===== config.mk =====
export PLATFORM = sky130hd
export DESIGN_NAME = base64_line_wrapped_encoder_top
export DESIGN_NICKNAME = d
export VERILOG_FILES = /design/src/rtl/core/b64e_pkg.sv /design/src/rtl/core/base64_line_wrapped_encoder_top.sv
export SDC_FILE = /design/constraint.sdc
export NUM_CORES = 1
export LEC_CHECK = 0
export ABC_AREA = 0
export BUFFER_PORTS_ARGS = -buffer_cell sky130_fd_sc_hd__buf_4
export CORE_ASPECT_RATIO = 1.1
export CORE_MARGIN = 2
export CORE_UTILIZATION = 35
export CTS_CLUSTER_DIAMETER = 60
export DETAILED_ROUTE_END_ITERATION = 10
export PLACE_DENSITY = 0.48
export SKIP_CTS_REPAIR_TIMING = 1
export SYNTH_ARGS = -nofsm -noshare
export SYNTH_HDL_FRONTEND = slang
export SYNTH_SLANG_ARGS = --single-unit

===== constraint.sdc =====
create_clock -name clk_i -period 9.55 [get_ports clk_i]
set_clock_uncertainty 0.1 [all_clocks]
set_input_delay 0 -clock clk_i [delete_from_list [all_inputs] [get_ports clk_i]]
set_output_delay 0 -clock clk_i [all_outputs]
set_load 0.03 [all_outputs]

===== src/rtl/core/b64e_pkg.sv =====
`timescale 1ns / 1ps
`default_nettype none

package b64e_pkg;

  // Lines shorter than this act as this length.
  localparam logic [7:0] MinLine = 8'd5;
  localparam logic [7:0] LineLengthReset = 8'd76;
  localparam logic [7:0] PadChar = 8'h3D;
  localparam logic [7:0] NewlineChar = 8'h0A;

  // Open characters one input byte can produce, newlines and terminator excluded.
  localparam int unsigned MaxChars = 4;
  localparam int unsigned CharIdxW = $clog2(MaxChars);
  localparam int unsigned CharCntW = $clog2(MaxChars + 1);

  // Input transaction: one message byte and the end-of-message flag.
  typedef struct packed {
    logic [7:0] data_byte;
    logic       final_byte;
  } b64e_in_t;

  // Output transaction: one ASCII character and the terminator flag.
  typedef struct packed {
    logic [7:0] out_char;
    logic       last_char;
  } b64e_out_t;

  // Map a 6-bit value to its character in the standard base64 alphabet.
  function automatic logic [7:0] sym(input logic [5:0] v);
    logic [7:0] r;
    if (v < 6'd26) begin
      r = 8'h41 + {2'b00, v};
    end else if (v < 6'd52) begin
      r = 8'h61 + {2'b00, v} - 8'd26;
    end else if (v < 6'd62) begin
      r = 8'h30 + {2'b00, v} - 8'd52;
    end else if (v == 6'd62) begin
      r = 8'h2B;
    end else begin
      r = 8'h2F;
    end
    return r;
  endfunction

endpackage

`default_nettype wire


===== src/rtl/core/base64_line_wrapped_encoder_top.sv =====
// The characters of a byte pass through the character buffer, then the output register.
// Throughput: one output character per cycle while the output is not stalled; a byte causes
// one to six characters, emitted one at a time by the single character emitter feeding the output register.
// A new byte is taken in the cycle the previous byte's last character is emitted.
// Reset (rst_ni low, asynchronous) clears the group phase, carry bits, line count, valid
// flags, and sets the line length to 76.
`timescale 1ns / 1ps
`default_nettype none

module base64_line_wrapped_encoder_top (
  input  wire logic               clk_i,
  input  wire logic               rst_ni,
  // Configuration write channel: line length.
  input  wire logic               cfg_valid_i,
  output logic                    cfg_ready_o,
  input  wire logic [7:0]         cfg_data_i,
  // Input byte channel.
  input  wire logic               in_valid_i,
  output logic                    in_stall_o,
  input  wire b64e_pkg::b64e_in_t in_data_i,
  // Output character channel.
  output logic                    out_valid_o,
  input  wire logic               out_stall_i,
  output b64e_pkg::b64e_out_t     out_data_o
);

  // Configuration and encoder state.
  logic [7:0] line_len_q;
  logic [1:0] phase_q, phase_d;
  logic [3:0] carry_q, carry_d;
  logic [7:0] count_q, count_d;

  // Character buffer for the byte being emitted.
  logic [7:0]                      chars_q [b64e_pkg::MaxChars];
  logic [7:0]                      chars_d [b64e_pkg::MaxChars];
  logic [b64e_pkg::CharCntW-1:0]   ncnt_q, ncnt_d;
  logic [b64e_pkg::CharCntW-1:0]   idx_q, idx_d;
  logic                            term_q, term_d;
  logic                            nl_q, nl_d;
  logic                            busy_q, busy_d;

  // Output register.
  logic                 out_valid_q, out_valid_d;
  b64e_pkg::b64e_out_t  out_data_q, out_data_d;

  logic       out_ready;
  logic       step;
  logic       finish;
  logic       in_acc;
  logic [7:0] len_eff;
  logic [8:0] cnt_inc;
  logic       nl_need;
  logic       char_sel;
  logic [7:0] cur_char;

  assign cfg_ready_o = 1'b1;

  // Emission control.
  assign out_ready = !out_valid_q || !out_stall_i;
  assign step      = busy_q && out_ready;
  assign len_eff   = (line_len_q < b64e_pkg::MinLine) ? b64e_pkg::MinLine : line_len_q;
  assign cnt_inc   = {1'b0, count_q} + 9'd1;
  assign nl_need   = cnt_inc >= {1'b0, len_eff};
  assign char_sel  = !nl_q && (idx_q < ncnt_q);
  assign cur_char  = chars_q[idx_q[b64e_pkg::CharIdxW-1:0]];

  // The current emission is the last one of this byte.
  always_comb begin
    if (nl_q) begin
      finish = (idx_q == ncnt_q) && !term_q;
    end else if (char_sel) begin
      finish = !nl_need && (idx_q + b64e_pkg::CharCntW'(1) == ncnt_q) && !term_q;
    end else begin
      finish = 1'b1;
    end
  end

  assign in_stall_o = busy_q && !(step && finish);
  assign in_acc     = in_valid_i && !in_stall_o;

  // Build the character list of an incoming byte from the group phase and carry bits.
  always_comb begin
    phase_d = phase_q;
    carry_d = carry_q;
    for (int i = 0; i < b64e_pkg::MaxChars; i++) begin
      chars_d[i] = chars_q[i];
    end
    ncnt_d = ncnt_q;
    term_d = term_q;
    if (in_acc) begin
      term_d = in_data_i.final_byte;
      unique case (phase_q)
        2'd0: begin
          chars_d[0] = b64e_pkg::sym(in_data_i.data_byte[7:2]);
          chars_d[1] = b64e_pkg::sym({in_data_i.data_byte[1:0], 4'b0000});
          chars_d[2] = b64e_pkg::PadChar;
          chars_d[3] = b64e_pkg::PadChar;
          ncnt_d     = in_data_i.final_byte ? b64e_pkg::CharCntW'(4) : b64e_pkg::CharCntW'(1);
          carry_d    = {2'b00, in_data_i.data_byte[1:0]};
          phase_d    = 2'd1;
        end
        2'd1: begin
          chars_d[0] = b64e_pkg::sym({carry_q[1:0], in_data_i.data_byte[7:4]});
          chars_d[1] = b64e_pkg::sym({in_data_i.data_byte[3:0], 2'b00});
          chars_d[2] = b64e_pkg::PadChar;
          ncnt_d     = in_data_i.final_byte ? b64e_pkg::CharCntW'(3) : b64e_pkg::CharCntW'(1);
          carry_d    = in_data_i.data_byte[3:0];
          phase_d    = 2'd2;
        end
        default: begin
          chars_d[0] = b64e_pkg::sym({carry_q, in_data_i.data_byte[7:6]});
          chars_d[1] = b64e_pkg::sym(in_data_i.data_byte[5:0]);
          ncnt_d     = b64e_pkg::CharCntW'(2);
          carry_d    = 4'd0;
          phase_d    = 2'd0;
        end
      endcase
      if (in_data_i.final_byte) begin
        carry_d = 4'd0;
        phase_d = 2'd0;
      end
    end
  end

  // Step through the buffer: characters, inserted newlines, then the terminator.
  always_comb begin
    idx_d       = idx_q;
    nl_d        = nl_q;
    count_d     = count_q;
    busy_d      = busy_q;
    out_valid_d = out_valid_q && out_stall_i;
    out_data_d  = out_data_q;
    if (step) begin
      out_valid_d = 1'b1;
      if (nl_q) begin
        out_data_d = '{out_char: b64e_pkg::NewlineChar, last_char: 1'b0};
        nl_d       = 1'b0;
      end else if (char_sel) begin
        out_data_d = '{out_char: cur_char, last_char: 1'b0};
        idx_d      = idx_q + b64e_pkg::CharCntW'(1);
        nl_d       = nl_need;
        count_d    = nl_need ? 8'd1 : cnt_inc[7:0];
      end else begin
        out_data_d = '{out_char: b64e_pkg::PadChar, last_char: 1'b1};
        count_d    = 8'd0;
      end
      if (finish) begin
        busy_d = 1'b0;
      end
    end
    if (in_acc) begin
      idx_d  = '0;
      nl_d   = 1'b0;
      busy_d = 1'b1;
    end
  end

  // Control registers.
  always_ff @(posedge clk_i or negedge rst_ni) begin
    if (!rst_ni) begin
      line_len_q  <= b64e_pkg::LineLengthReset;
      phase_q     <= 2'd0;
      carry_q     <= 4'd0;
      count_q     <= 8'd0;
      idx_q       <= '0;
      ncnt_q      <= '0;
      term_q      <= 1'b0;
      nl_q        <= 1'b0;
      busy_q      <= 1'b0;
      out_valid_q <= 1'b0;
    end else begin
      if (cfg_valid_i && cfg_ready_o) begin
        line_len_q <= cfg_data_i;
      end
      phase_q     <= phase_d;
      carry_q     <= carry_d;
      count_q     <= count_d;
      idx_q       <= idx_d;
      ncnt_q      <= ncnt_d;
      term_q      <= term_d;
      nl_q        <= nl_d;
      busy_q      <= busy_d;
      out_valid_q <= out_valid_d;
    end
  end

  // Payload registers.
  always_ff @(posedge clk_i) begin
    for (int i = 0; i < b64e_pkg::MaxChars; i++) begin
      chars_q[i] <= chars_d[i];
    end
    out_data_q <= out_data_d;
  end

  assign out_valid_o = out_valid_q;
  assign out_data_o  = out_data_q;

  // A pending newline only exists while a byte is being emitted.
  a_nl_busy : assert property (@(posedge clk_i) disable iff (!rst_ni)
    nl_q |-> busy_q) else $error("newline pending while idle");

  // The read position never passes the number of buffered characters.
  a_idx_range : assert property (@(posedge clk_i) disable iff (!rst_ni)
    busy_q |-> (idx_q <= ncnt_q && ncnt_q != '0)) else $error("buffer index out of range");

  // An accepted byte always leaves work in the buffer.
  a_acc_busy : assert property (@(posedge clk_i) disable iff (!rst_ni)
    (in_valid_i && !in_stall_o) |=> busy_q) else $error("accepted byte lost");

  // The terminator always resets the line count.
  a_term_count : assert property (@(posedge clk_i) disable iff (!rst_ni)
    (step && !nl_q && !char_sel) |=> (count_q == 8'd0)) else $error("count not cleared");

endmodule

`default_nettype wire


==> impl_metrics.json, run 1 <==
{
  "status": "finished, final reports clean",
  "peakVddDrop_uv": 160,
  "seq_area_frac_synth_pct": 34.4,
  "clk_pin_slew_ns": 0.04,
  "grt_pass1_wl_um": 19800,
  "cpMostUsedCell": "ha_1",
  "io_pins": 34,
  "port_buffers": 32,
  "antenna_found_initial": 0,
  "avgViaCountPerCell": 5.61,
  "reg2reg_slack_ns": 6.28,
  "cp-end-kind": "output pin",
  "core_area_sq_mm": 0.0126,
  "max_freq_ghz": 0.293,
  "critical_path.top_delay_family": "compound AO/OA/AOI/OAI gates",
  "first_pass_iters": 5,
  "r2r-start": "count_q[0]",
  "num-fill-cells": 1266,
  "path_cells": "ha_1 > nand3_2 > nor2_2 > xor2_1 > ha_1 > a21oi_1 > nor2b_1 > a311o_2 > a41oi_2 > a31o_4 > inv_1 > buf_4",
  "syn-mean-instance-area_sq_um": 9.18,
  "hold_start": "in_data_i[4]",
  "clockRootBuffer": "clkbuf_16",
  "floorplan.die.height_um": 123,
  "cts.sinks": 57,
  "r2r_cells": 12,
  "synth-seq-cells": 57,
  "clock_latency_ns": 0.33,
  "synth_warnings": 0,
  "drv_cap": 0,
  "cts_buffers": 9,
  "leakage_uw": 0.00221,
  "finalPower_uw": 1360,
  "drive_gt1_share_pct": 13.8,
  "wl_per_cell_um": 17.6,
  "critPathSlowestCell": "a41oi_2",
  "setup_violations": 0,
  "syn_area_sq_mm": 0.00452,
  "rsz0062_at_grt": "false",
  "grt_max_degree": 33,
  "hpwl_um": 8680,
  "fin_setup_tns_ns": 0,
  "min_path_cells": 2,
  "drc": 0,
  "nets": 590,
  "ant_nets": 0,
  "areaGrowthSynthToFinish_pct": 18.7,
  "slew_viol_final": 0,
  "hold_path.class": "in -> reg",
  "synthCells": 492,
  "wl_um": 12300,
  "post-route-period-util_pct": 35.8,
  "grt_pass1_vias": 3745,
  "crit_type": "reg -> out",
  "start_util_pct": 35.9,
  "netlist-cell-type-count": 75,
  "synth_edf_count": 25,
  "postSynth.asyncResetShare_pct": 56.1,
  "grtUsageTotal_pct": 18.0,
  "powerDensity_mw_per_mm2": 254,
  "hold_viol_final": 0,
  "worstPathArrival_ns": 3.32,
  "cts_buffer_depth": 2,
  "place_congestion": 0.893,
  "dr.first_iter.drc_count": 274,
  "die_x_um": 112,
  "path_buf_inv": 2,
  "slew-limit-headroom_pct": 34.9,
  "synth_ff_type": "dfrtp_1",
  "via_count": 3900,
  "grt-ovfl-total": 0,
  "critPathMaxFanout": 9,
  "worstPathRequired_ns": 9.45,
  "synthesis.nets": 549,
  "finalWorstPathRequiredPeriod_ns": 3.42,
  "start_kind": "flop",
  "htreeDepth": 3,
  "hold_ws_ns": 0.00796,
  "rows": 43,
  "slowest_delay_ns": 0.44,
  "tightestPinTransition_ns": 0.977,
  "min_to": "carry_q[3]",
  "fp.dieArea_sq_mm": 0.0138,
  "cts_tree": "done",
  "n_antenna_cell": 0,
  "r2r-end": "phase_q[0]"
}
area by class of cell:
| type | count | area [sq um] | area share [%] |
|---|---|---|---|
| multi-input cells | 377 | 2720 | 50.6 |
| flip-flops and latches | 57 | 1560 | 29.0 |
| repair buffers | 60 | 520 | 9.70 |
| clock buffers | 12 | 246 | 4.59 |
| well taps | 157 | 196 | 3.66 |
| inverters | 28 | 110 | 2.05 |
| clock inverters | 4 | 20.0 | 0.373 |
metrics by stage:
step / std cells / util (%) / cell area [sq um] / setup WS, ns
6_report: 695 / 42.6 / 5370 / 6.13
5_1_grt: 695 / 42.6 / 5370 / 5.85
4_1_cts: 667 / 40.4 / 5080 / 6.11
3_5_place_dp: 651 / 38.3 / 4820 / 6.28
3_3_place_gp: 651 / 38.3 / 4820 / 6.38
2_1_floorplan: 492 / - / 4520 / 6.55
cells in the final DEF (no fill, tap or decap), types with 14 or more instances in the layout:
cell and instances:
nor3_1 19, edfxtp_1 25, a21oi_1 32, dfrtp_1 29, xnor2_1 15, dlygate4sd3_1 28, buf_4 32, inv_1 25
mux2i_1 14, nand3_1 15, o21ai_0 24, nor2_1 31, ha_1 35, nand2_1 40
layer usage:
| metal | global-route usage, % | vias up | wire [um] |
|---|---|---|---|
| met5 | 0 | - | 0 |
| met4 | 8.54 | 0 | 355 |
| met3 | 2.16 | 21 | 413 |
| met2 | 28.6 | 94 | 5620 |
| met1 | 24.7 | 1867 | 5860 |
| li1 | - | 1918 | - |
sequential cells by signal (all words and copies together) (netlist names), 2 cells and up:
name / count
chars_q: 16
out_data_o: 9
count_q: 8
line_len_q: 8
carry_q: 4
idx_q: 3
ncnt_q: 3
phase_q: 2
worst max-delay path by stage:
| stage | from | end | slack [ns] | cells after the start |
|---|---|---|---|---|
| 5_1_grt | count_q[0] | in_stall_o | 5.85 | 12 |
| 2_1_floorplan | count_q[0] | ncnt_q[0] | 6.55 | 12 |
| 3_5_place_dp | count_q[0] | phase_q[0] | 6.28 | 12 |
| 4_1_cts | count_q[0] | in_stall_o | 6.11 | 12 |
| 3_3_place_gp | count_q[0] | phase_q[0] | 6.38 | 12 |
| 6_report | count_q[0] | in_stall_o | 6.13 | 12 |
synth_stat cells, types with 4 or more instances:
cell      count  share of area [%]
nor3_1       19                2.1
clkbuf_1     17                1.4
a211oi_1     10                1.7
mux2_2        4                1.0
o21ai_0      24                2.7
nand3_1      15                1.7
a31oi_1       5               0.69
mux2i_1      14                3.1
o31ai_1       4               0.66
a32oi_1       4               0.78
nand2_1      40                3.3
dfrtp_1      29                 16
nand2b_1     12                1.7
buf_2        10                1.1
and3_1        4               0.55
xnor2_1      15                2.9
ha_1         35                9.7
nor2_1       31                2.6
inv_1        25                2.1
xor2_1        7                1.4
o211ai_1      6                1.0
a21o_1        9                1.5
a221oi_1      4               0.78
a21oi_1      32                3.5
edfxtp_1     25                 17
a32o_1       13                2.9
nor2b_1       8                1.1
kinds of logic (layout without fill, tap and decap cells):
family	count (synthesis)	in the layout	synth area share (%)
AO/OA/AOI/OAI	148	148	24.3
XOR/XNOR	22	22	4.26
adder cells (fa/ha/maj)	35	35	9.69
buffers and inverters	58	104	5.46
flip-flops	57	57	34.4
multiplexers	21	21	5.10
other	1	1	0.0830
AND/OR/NAND/NOR	150	150	16.6
power breakdown:
group | switching, uW | internal, uW | total, uW | leakage [uW]
Sequential | 92.5 | 371 | 464 | 0.000631
Clock | 104 | 180 | 284 | 0.000128
Combinational | 365 | 251 | 616 | 0.00145
Total | 562 | 802 | 1360 | 0.00221
Power figures use the tool's default switching activity.
==> run 2: changes to the inputs <==
Clock period 9.55 ns to 3.56 ns, I/O delays scaled along.
==> run 2 against run 1 <==
Against the previous run: sequential power grew to 2.6 times the previous value; hold slack improved by 0.0033 ns; global-route usage rose by 0.65 points; non-clock buffer count is 6 higher; largest power group unchanged; combinational power increased to 2.8 times the previous value; first-iteration DRC count up 28%; largest cell class unchanged; wire length increased by 2.1%; cell area rose by 1.7%; via count increased by 1.8%; clock power rose to 3.1 times the previous value; critical path type is now reg -> reg.
==> impl_metrics.json, run 2 (synthesized netlist as in run 1, its figures left out) <==
{
  "io_pins": 34,
  "antenna_found_initial": 0,
  "p_int_uw": 2300,
  "hold_viol_final": 0,
  "path_cells": "ha_1 > nand3_2 > nor2_2 > xor2_1 > ha_1 > a21oi_1 > nor2b_1 > a311o_2 > a41o_2 > a2bb2oi_4 > inv_6 > mux2_4",
  "n_antenna_cell": 0,
  "r2r_cells": 12,
  "leakage_uw": 0.00226,
  "slew_viol_final": 0,
  "hold_ws_ns": 0.0112,
  "powerDensity_mw_per_mm2": 702,
  "via_count": 3970,
  "worstPathArrival_ns": 3.40,
  "clock_power_share_pct": 23.2,
  "power_frac_seq_pct": 31.3,
  "grtUsageTotal_pct": 18.7,
  "hold_start": "in_data_i[4]",
  "r2r-end": "phase_q[0]",
  "start_util_pct": 35.9,
  "slew-limit-headroom_pct": 51.8,
  "rsz0062_at_grt": "false",
  "place_congestion": 0.874,
  "die_x_um": 112,
  "core_area_sq_mm": 0.0126,
  "drive_gt1_share_pct": 14.5,
  "regArea_sq_mm": 0.00156,
  "hpwl_um": 8860,
  "ant_nets": 0,
  "start_kind": "flop",
  "port_buffers": 32,
  "status": "finished, final reports clean",
  "dr.first_iter.drc_count": 352,
  "setup_violations": 0,
  "cts.sinks": 57,
  "finalWorstPathRequiredPeriod_ns": 3.29,
  "r2r-start": "count_q[0]",
  "num-fill-cells": 1245,
  "grt_max_degree": 33,
  "worstPathRequired_ns": 3.67,
  "cts_buffer_depth": 2,
  "finalPower_uw": 3830,
  "fin_util_pct": 43.4,
  "layout_common_cells": "nand2_1 (40), buf_4 (38), ha_1 (35), a21oi_1 (32), nor2_1 (31)",
  "p_switching_uw": 1530,
  "grt_pass1_vias": 3905,
  "tightestPinTransition_ns": 0.713,
  "clockRootBuffer": "clkbuf_16",
  "grt-ovfl-total": 0,
  "crit_type": "reg -> reg",
  "avgViaCountPerCell": 5.66,
  "hold_path.class": "in -> reg",
  "comb_power_share_pct": 45.5,
  "cts_buffers": 9,
  "drc": 0,
  "peakVddDrop_uv": 395,
  "reg2reg_slack_ns": 0.27,
  "post-route-period-util_pct": 92.3,
  "swShare_pct": 39.9,
  "drv_cap": 0,
  "cts_tree": "done",
  "cpMostUsedCell": "ha_1",
  "multi_input_area_sq_mm": 0.00273,
  "clock_latency_ns": 0.33,
  "fin_setup_tns_ns": 0,
  "slowest_delay_ns": 0.43,
  "clk_pin_slew_ns": 0.05,
  "crit_start": "count_q[0]",
  "final_common_cell": "nand2_1",
  "wl_um": 12500,
  "wl_per_cell_um": 17.8,
  "endpoint": "phase_q[0]",
  "critPathSlowestCell": "dfrtp_1",
  "rows": 43,
  "fp.dieArea_sq_mm": 0.0138,
  "htreeDepth": 3,
  "grt_pass1_wl_um": 20400,
  "critPathMaxFanout": 24,
  "areaGrowthSynthToFinish_pct": 20.8,
  "largest_reg_flops": 16,
  "max_freq_ghz": 0.304,
  "first_pass_iters": 4,
  "largest-register": "chars_q",
  "nets": 596,
  "floorplan.die.height_um": 123,
  "cp-end-kind": "flop"
}
-- run 2: cell count changes in the layout (fill, tap and decap cells not counted) --
| cell | previous run | this run |
|---|---|---|
| a41oi_2 | 1 | 0 |
| a41oi_4 | 0 | 1 |
| buf_4 | 32 | 38 |
| bufinv_16 | 0 | 2 |
| clkbuf_1 | 2 | 3 |
| clkbuf_8 | 1 | 0 |
| clkinv_2 | 1 | 0 |
| clkinvlp_4 | 1 | 0 |
-- run 2: critical path, delay by kind of cell, from the launching register on --
family | cells | cell delay, ns
compound gates | 4 | 1.01
xor+xnor | 1 | 0.21
fa+ha+maj | 2 | 0.54
buf+inv | 1 | 0.21
flops | 1 | 0.43
mux | 1 | 0.32
simple gates | 3 | 0.34
-- run 2: per-stage QoR --
stage               std cells  worst slack (ns)  cell area, sq um
floorplan                 492             0.561              4520
global placement          656             0.386              4860
detailed placement        656             0.320              4860
CTS                       672             0.135              5160
global route              701            0.0138              5460
finish                    701             0.273              5460
-- run 2: worst min path at each step --
stage	end	slack, ns	depth (start not counted)
after floorplan	busy_q	-0.40	0
after global placement	line_len_q[1]	-0.14	1
after detailed placement	line_len_q[1]	-0.13	1
after CTS	count_q[5]	-0.48	1
after global routing	carry_q[3]	0.02	2
final	carry_q[3]	0.01	2
-- run 2: cell type report --
class,count,share of cell area (%)
inverter,28,2.02
tap,157,3.60
clock inverter,4,1.24
timing repair buffer,66,10.4
clock buffer,12,4.33
sequential,57,28.5
multi-input combinational,377,50.0
-- run 2: routing by layer --
layer | track usage (%) | wire [um] | up-vias
met5 | 0 | 0 | -
met2 | 30.5 | 5840 | 114
li1 | - | - | 1922
met4 | 7.32 | 271 | 0
met1 | 24.7 | 5900 | 1916
met3 | 3.43 | 499 | 18
-- run 2: power by group through the flow --
stage	Clock, uW	Sequential (uW)	Combinational (uW)
global placement	0	1200	1680
floorplan	0	1220	1180
global route	933	1240	1930
CTS	904	1200	1700
finish	888	1200	1740
detailed placement	0	1210	1690
